==> config.mk <==
export PLATFORM = sky130hd
export DESIGN_NAME = lzt_ctrl
export DESIGN_NICKNAME = d
export VERILOG_FILES = /design/src/rtl/lzt_pkg.sv /design/src/rtl/lzt_ctrl.sv
export SDC_FILE = /design/constraint.sdc
export NUM_CORES = 1
export LEC_CHECK = 0
export ABC_AREA = 1
export BUFFER_PORTS_ARGS = -buffer_cell sky130_fd_sc_hd__buf_2
export CORE_AREA = 4 4 41 43
export CTS_CLUSTER_SIZE = 28
export DETAILED_ROUTE_END_ITERATION = 12
export DIE_AREA = 0 0 45 47
export SYNTH_ARGS = -nofsm -noshare
export SYNTH_HDL_FRONTEND = slang
export SYNTH_SLANG_ARGS = --single-unit
==> constraint.sdc <==
create_clock -name clk -period 3 [get_ports clk]
set_clock_uncertainty 0.1 [all_clocks]
set_input_delay 0.3 -clock clk [delete_from_list [all_inputs] [get_ports clk]]
set_output_delay 0.3 -clock clk [all_outputs]
set_load 0.05 [all_outputs]
==> src/rtl/lzt_pkg.sv <==
// ----------------------------------------------------------------------------
// lzt_pkg
// Shared constants and controller/datapath handshake types for the LZ77
// match tokenizer.
// ----------------------------------------------------------------------------
package lzt_pkg;

  localparam int unsigned WINDOW_DEF    = 4096;
  localparam int unsigned MAX_MATCH_DEF = 257;

  // commands from controller to datapath
  typedef struct packed {
    logic capture;  // latch incoming item, arm sweep
    logic step;     // issue one distance of the sweep
    logic finish;   // commit token state, load output
  } lzt_cmd_t;

  // status from datapath to controller
  typedef struct packed {
    logic sweep_end;     // distance 1 is being issued
    logic emit_blocked;  // a token is due but the output register is full
  } lzt_sts_t;

endpackage

==> src/rtl/lzt_ctrl.sv <==
// ----------------------------------------------------------------------------
// lzt_ctrl
// Sequencer: accept an item, sweep all distances, drain the compare stage,
// then commit and, when a token is due, hand it to the output register.
// ----------------------------------------------------------------------------
module lzt_ctrl (
  input  logic              clk,
  input  logic              rst,
  input  logic              in_valid,
  output logic              in_ready,
  input  lzt_pkg::lzt_sts_t sts,
  output lzt_pkg::lzt_cmd_t cmd
);
  import lzt_pkg::*;

  typedef enum logic [3:0] {
    S_IDLE  = 4'b0001,
    S_SWEEP = 4'b0010,
    S_DRAIN = 4'b0100,
    S_DONE  = 4'b1000
  } state_t;

  state_t state, state_next;

  always_ff @(posedge clk) begin
    if (rst) begin
      state <= S_IDLE;
    end else begin
      state <= state_next;
    end
  end

  always_comb begin
    state_next  = state;
    cmd.capture = 1'b0;
    cmd.step    = 1'b0;
    cmd.finish  = 1'b0;
    in_ready    = 1'b0;
    unique case (state)
      S_IDLE: begin
        in_ready = 1'b1;
        if (in_valid) begin
          cmd.capture = 1'b1;
          state_next  = S_SWEEP;
        end
      end
      S_SWEEP: begin
        cmd.step = 1'b1;
        if (sts.sweep_end) begin
          state_next = S_DRAIN;
        end
      end
      S_DRAIN: begin
        state_next = S_DONE;
      end
      S_DONE: begin
        // hold until the output register can take the token
        if (!sts.emit_blocked) begin
          cmd.finish = 1'b1;
          state_next = S_IDLE;
        end
      end
      default: begin
        state_next = S_IDLE;
      end
    endcase
  end

endmodule

==> impl_results.md, run 1 <==
- Leak: 0.000167 uW
- Worst setup EP type: output pin
- Critical path's slowest cell: dfxtp_1
- Worst path top cell family by delay: flip-flops
- Site row count: 13
- IO Count: 9
- Largest net degree at the start of global routing: 6
- Initial antenna violation count: 0
- Fill cells: 150
- CP startpoint: state[0]$_SDFFE_PP1P_
- CTS tree: done
- Power Total: approximately 170 uW
- Worst vdd ir: between 0.00015 and 0.0002 V
- CTS sink count: 4
- Maximum clock path buffer count: 2
- Cell Pwr Density: about 520 nW/um^2
- Synth unique cells: 14
- CTS Buf Count: 3
- Max transition margin: 0.836
- Die W: about 45 um
- Vias in the first global route: ~220
- HPWL after DPL: roughly 420 um
- Vias per std cell: 3.85
- Worst stage delay on the critical path: approximately 0.35 ns
- Crit Path Category: flip-flop to output pin
- Post CTS Setup Buffer Count: 0
- Worst Tran Pin Value: about 0.25 ns
- Worst EP arrival: roughly 1.2 ns
- Setup Total Neg Slack: 0 ns
- DR pass1 iterations: 1
- CTS H-tree lvls: 1
- Post-Synthesis Cells: 36
- DRT antenna net count: 0
- Layout cell share with drive strength beyond 1: 0.404
- Fin crit share: 0.542
- Initial Utilization: 0.192
- Most common cell after layout, fill and taps aside: buf_2
- Reg with most FFs: state
- Worst-path cell chain: inv_1 -> nor2_2 -> nand2_2 -> nor2_4 -> buf_2
- MaxCap Viol Count: 0
- All-Layer GR Usage: 0.0585
- Syn-to-layout area delta: 32.5%
- Setup crit start kind: flip-flop
- Synth top area cells: dfxtp_1, nor2_4, nand3_1
- Final setup fails: 0
- Fin crit period: around 1.6 ns
- Data required, critical path: roughly 2.6 ns
- Fin. Hold Viols: 0
- WL/cell: roughly 8 um
- Gpl congestion: ~0.74
- Worst R2R Start: state[1]$_SDFFE_PP0P_
- Worst-path clk slew: about 0.030 ns
- Global route overflow: 0
- Fin. max-slew vios: 0
- I/O Buffers: 8
- Max Clk Rate: 0.615 GHz
- Largest register FFs: 4
- Registers with the most flip-flops: state: 4 flops
- Clock root buffer: clkbuf_4
- Critical Path Fanout Max: 3
- 1st-iter DRT viols: 0
- Final wirelength: 499 um
- RSZ-0062 raised after global routing: no
- Inserted Diodes: 0
- Status: finished clean
- NumNets Final: 54
- Full die area: 2120 um^2
- Post_cts resized: 0
- Mapped cell area: ~250 um^2
- Vias: ~240
- Hold crit path type: primary input to flip-flop
- Buf/Inv on CP: 2
- Register area share after synthesis: 0.320
- Die Y: between 40 and 50 um
- Yosys reg bits: 4
- First-pass GRT wire length: 834 um
- Core area: about 1300 um^2
- Biggest area consumer among synthesized cells: dfxtp_1
- Clock latency on the worst-skew pair: approximately 0.23 ns
- Most frequent cells in the layout: buf_2, inv_1, nor2_1, nand3_1
- Hold Crit Start: rst
- Synth Area per Inst: approximately 7.0 um^2
- Syn nets: 41
- DRC: 0
- # hold bufs at CTS: 0
- Post-synth top area share: 0.320
- Warning count from the yosys run: 0
==> cell families (layout without fill, tap and decap cells) <==
group | count (synthesis) | after routing | synth area share
buffers and inverters | 8 | 19 | 0.120
and+or+nand+nor | 21 | 21 | 0.475
AOI/OAI and AO/OA | 3 | 3 | 0.0850
DFF | 4 | 4 | 0.320
==> synthesized netlist by cell type, drive strengths merged <==
library cell,instances
a21oi,2
dfxtp,4
inv,8
nand2,5
nand3,5
nand3b,1
nand4,1
nor2,9
o21bai,1
==> stage by stage <==
stage / setup WS, ns / hold WS [ns] / util / instances / area, um^2
after floorplan: 1.38 / 0.262 / - / 36 / 250
after CTS: 1.36 / 0.163 / 0.255 / 62 / 332
after detailed placement: 1.62 / 0.407 / 0.238 / 59 / 309
after global placement: 1.63 / 0.410 / 0.238 / 59 / 309
final: 1.37 / 0.175 / 0.255 / 62 / 332
after global routing: 1.29 / 0.173 / 0.255 / 62 / 332
==> power breakdown <==
part	switching [uW]	internal, uW
clock network	18.1	44.5
registers	3.18	56.8
logic	35.5	14.5
total	56.8	116
==> final timing paths <==
path	end	depth (start not counted)	slack (ns)
worst min register to register	state[3]$_SDFFE_PP0P_	2	0.46
worst max-delay path	cmd[2]	5	1.37
worst min-delay path	state[1]$_SDFFE_PP0P_	2	0.17
worst max register to register	state[0]$_SDFFE_PP1P_	5	1.91
==> layer usage <==
metal  part of all wire  global-route usage  up-vias  wire (um)
met4                  0              0.0175        0          0
met3               0.10              0.0460        0         50
met1               0.50              0.0614       94        249
li1                   -                   -      134          -
met2               0.40              0.0904       11        198
met5                  0                   0        -          0
==> cell type report <==
| type | count | area, um^2 | share of cell area |
|---|---|---|---|
| Multi-Input combinational cell | 24 | 140 | 0.423 |
| Sequential cell | 4 | 80.1 | 0.242 |
| Timing Repair Buffer | 8 | 40.0 | 0.121 |
| Clock buffer | 3 | 22.5 | 0.0679 |
| Tap cell | 15 | 18.8 | 0.0566 |
| Inverter | 8 | 30.0 | 0.0906 |
No activity file was read; power rests on OpenSTA's default activity.
==> inputs of run 2 (changes only) <==
==> constraint.sdc (replaced) <==
create_clock -name clk -period 1.3 [get_ports clk]
set_clock_uncertainty 0.1 [all_clocks]
set_input_delay 0.13 -clock clk [delete_from_list [all_inputs] [get_ports clk]]
set_output_delay 0.13 -clock clk [all_outputs]
set_load 0.05 [all_outputs]
==> run 2 against run 1 <==
The run now ends with setup timing left. Via count rose by 18%. First-iteration DRC count grew 4. Critical path depth is 1 lower. Global-route usage grew 0.95 points. Cell count up 8.1%. Non-clock buffer count rose by 5. Hold slack got worse by 0.12 ns. Critical endpoint unchanged. Largest cell class unchanged.
==> impl_results.md, run 2 (synthesis results as in run 1) <==
- Cell Pwr Density: approximately 1100 nW/um^2
- CP startpoint: state[2]$_SDFFE_PP0P_
- Final setup fails: 2
- Cell internal pwr: between 300 and 400 uW
- Initial antenna violation count: 0
- Die Y: between 40 and 50 um
- Data required, critical path: around 1.1 ns
- Status: complete, but fails checks
- Hold crit path type: primary input to flip-flop
- Fin. Hold Viols: 0
- IO Count: 9
- Leak: approximately 0.00020 uW
- Hold Crit Start: sts[1]
- Crit Path Category: flip-flop to output pin
- Clock latency on the worst-skew pair: about 0.23 ns
- Initial Utilization: 0.192
- First-pass GRT wire length: about 970 um
- Registers with the most flip-flops: state: 4 flops
- Site row count: 13
- CTS tree: done
- Largest register FFs: 4
- Comb power frac: 0.350
- HPWL after DPL: roughly 440 um
- Die W: between 40 and 50 um
- Worst-path clk slew: about 0.04 ns
- Reg with most FFs: state
- Worst Tran Pin Value: slightly below 0.2 ns
- NumNets Final: 59
- Failing checks: setup timing
- P_sw: about 150 uW
- Sw frac: 0.336
- Core area: approximately 1300 um^2
- Setup ws final: -0.0332 ns
- 1st-iter DRT viols: 4
- Most frequent cells in the layout: inv_1, nand3_1
- Fin crit share: 1.03
- Worst R2R Start: state[2]$_SDFFE_PP0P_
- Vias per std cell: between 4 and 5
- Gpl congestion: around 0.77
- Layout cell share with drive strength beyond 1: 0.577
- Place WS: about 0.076 ns
- CTS H-tree lvls: 1
- Max transition margin: 0.870
- Inserted Diodes: 0
- Syn-to-layout area delta: 68.0%
- MaxCap Viol Count: 0
- DR pass1 iterations: 2
- Worst EP arrival: between 1 and 1.5 ns
- Fin crit period: roughly 1.3 ns
- CTS Buf Count: 3
- Largest net degree at the start of global routing: 6
- I/O Buffers: 8
- Worst setup EP type: output pin
- Vias in the first global route: between 200 and 300
- Final non-filler cell area: roughly 420 um^2
- DRT antenna net count: 0
- Hold Slack: between 0.05 and 0.06 ns
- Sequential Power Share: 0.311
- Final wirelength: 651 um
- Maximum clock path buffer count: 2
- Worst vdd ir: around 0.00036 V
- Critical Path Fanout Max: 4
- RSZ-0062 raised after global routing: yes
- CTS sink count: 4
- Core Util, Final: 0.323
- All-Layer GR Usage: 0.0680
- Fin. max-slew vios: 0
- WL/cell: between 9 and 10 um
- Max Clk Rate: ~0.75 GHz
- Setup crit start kind: flip-flop
- Full die area: 2120 um^2
- DRC: 0
- Clock root buffer: clkbuf_4
- Global route overflow: 0
- Post-DP Area: 312 um^2
- Vias: roughly 280
- Clk pwr share: 0.339
-- run 2: cell types whose count changed in the layout (fill, tap and decap cells not counted), sizes merged --
cell         previous run  this run
dlygate4sd3             0         1
buf                     8        12
-- run 2: timing repair --
action,in CTS,in global routing
hold endpoints to repair,2,0
buffers inserted,1,3
setup endpoints to repair,4,4
hold buffers,1,0
pin swaps,3,4
gates resized for setup,12,5
-- run 2: path summary, 6_finish.rpt --
kind	to	slack (ns)	cells after the start
worst min register to register	state[3]$_SDFFE_PP0P_	0.46	2
worst min-delay path	state[2]$_SDFFE_PP0P_	0.06	3
worst max-delay path	cmd[2]	-0.03	4
worst max register to register	state[1]$_SDFFE_PP0P_	0.10	7
-- run 2: power groups by stage --
stage	registers [uW]	logic, uW	clock network [uW]
after floorplan	138	91.3	0
after global placement	140	115	0
after detailed placement	140	116	0
after CTS	141	143	160
after global routing	142	173	172
final	141	159	154
-- run 2: cell type report --
cell class / instances / area (um^2)
fill: 155 / 881
multi-input combinational: 24 / 155
timing repair buffer: 13 / 109
sequential: 4 / 85.1
inverter: 8 / 30.0
clock buffer: 3 / 22.5
tap: 15 / 18.8
-- run 2: layer usage --
metal	vias up	global-route usage	share of wire
met5	-	0	0
met4	0	0.0526	0
met3	0	0.0345	0.066
met2	10	0.102	0.59
met1	128	0.0729	0.34
li1	143	-	-
-- run 2: worst max-delay path: stages, from the launching register on --
cell	delay, ns
dfxtp_2	0.33
nor2_4	0.18
nand2_4	0.09
nor2_4	0.11
buf_8	0.15
-- run 2: metrics by stage --
step / std cells / total power, uW / setup TNS (ns)
floorplan: 36 / 229 / 0
global placement: 59 / 255 / 0
detailed placement: 59 / 256 / 0
CTS: 64 / 445 / -0.0729
global route: 67 / 487 / -0.296
finish: 67 / 455 / -0.0512
==> inputs of run 3 (changes only) <==
--- a/config.mk
+++ b/config.mk
@@ -11,6 +11,7 @@
 export CTS_CLUSTER_SIZE = 28
 export DETAILED_ROUTE_END_ITERATION = 12
 export DIE_AREA = 0 0 45 47
+export GPL_TIMING_DRIVEN = 0
 export SYNTH_ARGS = -nofsm -noshare
 export SYNTH_HDL_FRONTEND = slang
 export SYNTH_SLANG_ARGS = --single-unit
==> constraint.sdc (replaced) <==
create_clock -name clk -period 1.2 [get_ports clk]
set_clock_uncertainty 0.1 [all_clocks]
set_input_delay 0.12 -clock clk [delete_from_list [all_inputs] [get_ports clk]]
set_output_delay 0.12 -clock clk [all_outputs]
set_load 0.05 [all_outputs]
==> run 3 against run 2 <==
The run still ends with setup timing left. Final area rose by 4.5%. Non-clock buffer count did not move. Cell count is the same. Critical endpoint unchanged. Largest cell class unchanged.
==> impl_results.md, run 3 (synthesis results as in run 1) <==
- Status: complete, but fails checks
- Failing checks: setup timing
- IO Count: 9
- NumNets Final: 59
- Hold crit path type: primary input to flip-flop
- Max transition margin: 0.891
- First-pass GRT wire length: approximately 990 um
- Worst path most repeated cell: nor2_4
- Maximum clock path buffer count: 2
- Worst EP arrival: 1.09 ns
- Global route overflow: 0
- Worst stage delay on the critical path: between 0.3 and 0.4 ns
- Final setup fails: 4
- CTS H-tree lvls: 1
- Max Clk Rate: roughly 0.76 GHz
- Fin. max-slew vios: 0
- Setup ws final: -0.113 ns
- All-Layer GR Usage: 0.0647
- Hold Slack: about 0.046 ns
- Worst Tran Pin Value: 0.162 ns
- DR pass1 iterations: 2
- Die Y: 47 um
- Clock latency on the worst-skew pair: roughly 0.23 ns
- HPWL after DPL: approximately 450 um
- Initial Utilization: 0.192
- DRT antenna net count: 0
- Critical path's slowest cell: dfxtp_2
- Core area: 1300 um^2
- Setup Total Neg Slack: -0.256 ns
- Initial antenna violation count: 0
- Vias: 273
- WL/cell: ~8.8 um
- Largest net degree at the start of global routing: 5
- Most common cell after layout, fill and taps aside: nor2_4
- I/O Buffers: 8
- MaxCap Viol Count: 0
- Site row count: 13
- Worst-path clk slew: around 0.040 ns
- Vias per std cell: 4.07
- Gpl congestion: ~0.76
- Fin crit share: 1.09
- Reg with most FFs: state
- DRC: 0
- CTS Buf Count: 3
- CTS tree: done
- Largest register FFs: 4
- Data required, critical path: a little under 1 ns
- R2R setup slack: approximately 0.030 ns
- Critical Path Fanout Max: 3
- Full die area: between 2000 and 2500 um^2
- CTS sink count: 4
- Registers with the most flip-flops: state: 4 flops
- Leak: roughly 0.00020 uW
- Fill cells: between 150 and 200
- Clock root buffer: clkbuf_4
- Crit Path Category: flip-flop to output pin
- 1st-iter DRT viols: 4
- Worst-path cell chain: inv_2 -> nor2_4 -> nand2_4 -> nor2_4 -> buf_8
- Fin. Hold Viols: 0
- Fin crit period: around 1.3 ns
- Final wirelength: about 590 um
- Die W: roughly 45 um
- Setup crit start kind: flip-flop
- Syn-to-layout area delta: 75.5%
- Cell Pwr Density: roughly 1200 nW/um^2
- Layout cell share with drive strength beyond 1: 0.654
- Worst vdd ir: between 0.0003 and 0.0004 V
- Vias in the first global route: between 200 and 300
- Worst setup EP type: output pin
- Inserted Diodes: 0
- RSZ-0062 raised after global routing: yes
-- run 3: worst max-delay path: cells and delay by family (launching register included) --
| family | cells | cell delay (ns) |
|---|---|---|
| buf+inv | 2 | 0.20 |
| flops | 1 | 0.35 |
| simple gates | 3 | 0.31 |
-- run 3: final cells by class --
cell class              instances  area (um^2)  area share
clock buffers                   3         22.5      0.0513
inverters                       8         30.0      0.0684
multi-input cells              24          170       0.387
flip-flops and latches          4         85.1       0.194
well taps                      15         18.8      0.0427
repair buffers                 13          113       0.256
-- run 3: final timing paths --
path | end | depth (start not counted) | start
setup reg to reg | state[0]$_SDFFE_PP1P_ | 7 | state[0]$_SDFFE_PP1P_
hold / removal | state[2]$_SDFFE_PP0P_ | 3 | sts[1]
hold reg to reg | state[3]$_SDFFE_PP0P_ | 2 | state[2]$_SDFFE_PP0P_
setup / recovery | cmd[2] | 5 | state[0]$_SDFFE_PP1P_
-- run 3: repair_timing --
item,in CTS,in global routing
hold buffers,1,0
setup endpoints to repair,4,4
hold endpoints to repair,3,0
gates resized for setup,16,6
setup buffers,2,2
pin swaps,1,2
-- run 3: report_power, final --
part           leakage (uW)  switching [uW]  internal (uW)
Clock             0.0000138            49.3            112
Sequential        0.0000339            10.3            144
Combinational      0.000155             106           87.6
Total              0.000202             166            343
-- run 3: metrics by stage --
| step | instances | total power, uW | instance area (um^2) | worst slack, ns | utilization |
|---|---|---|---|---|---|
| after floorplan | 36 | 248 | 258 | 0.0193 | - |
| after global placement | 59 | 276 | 317 | 0.0134 | 0.243 |
| after global routing | 67 | 543 | 439 | -0.167 | 0.338 |
| final | 67 | 509 | 439 | -0.113 | 0.338 |
| after detailed placement | 59 | 278 | 317 | -0.00857 | 0.243 |
| after CTS | 65 | 488 | 403 | -0.125 | 0.310 |
-- run 3: routing by layer --
layer | vias to the layer above | wire length, um | global-route usage
li1 | 144 | - | -
met1 | 122 | 262 | 0.0748
met2 | 7 | 299 | 0.105
met3 | 0 | 25 | 0.0345
met4 | 0 | 0 | 0.0175
met5 | - | 0 | 0
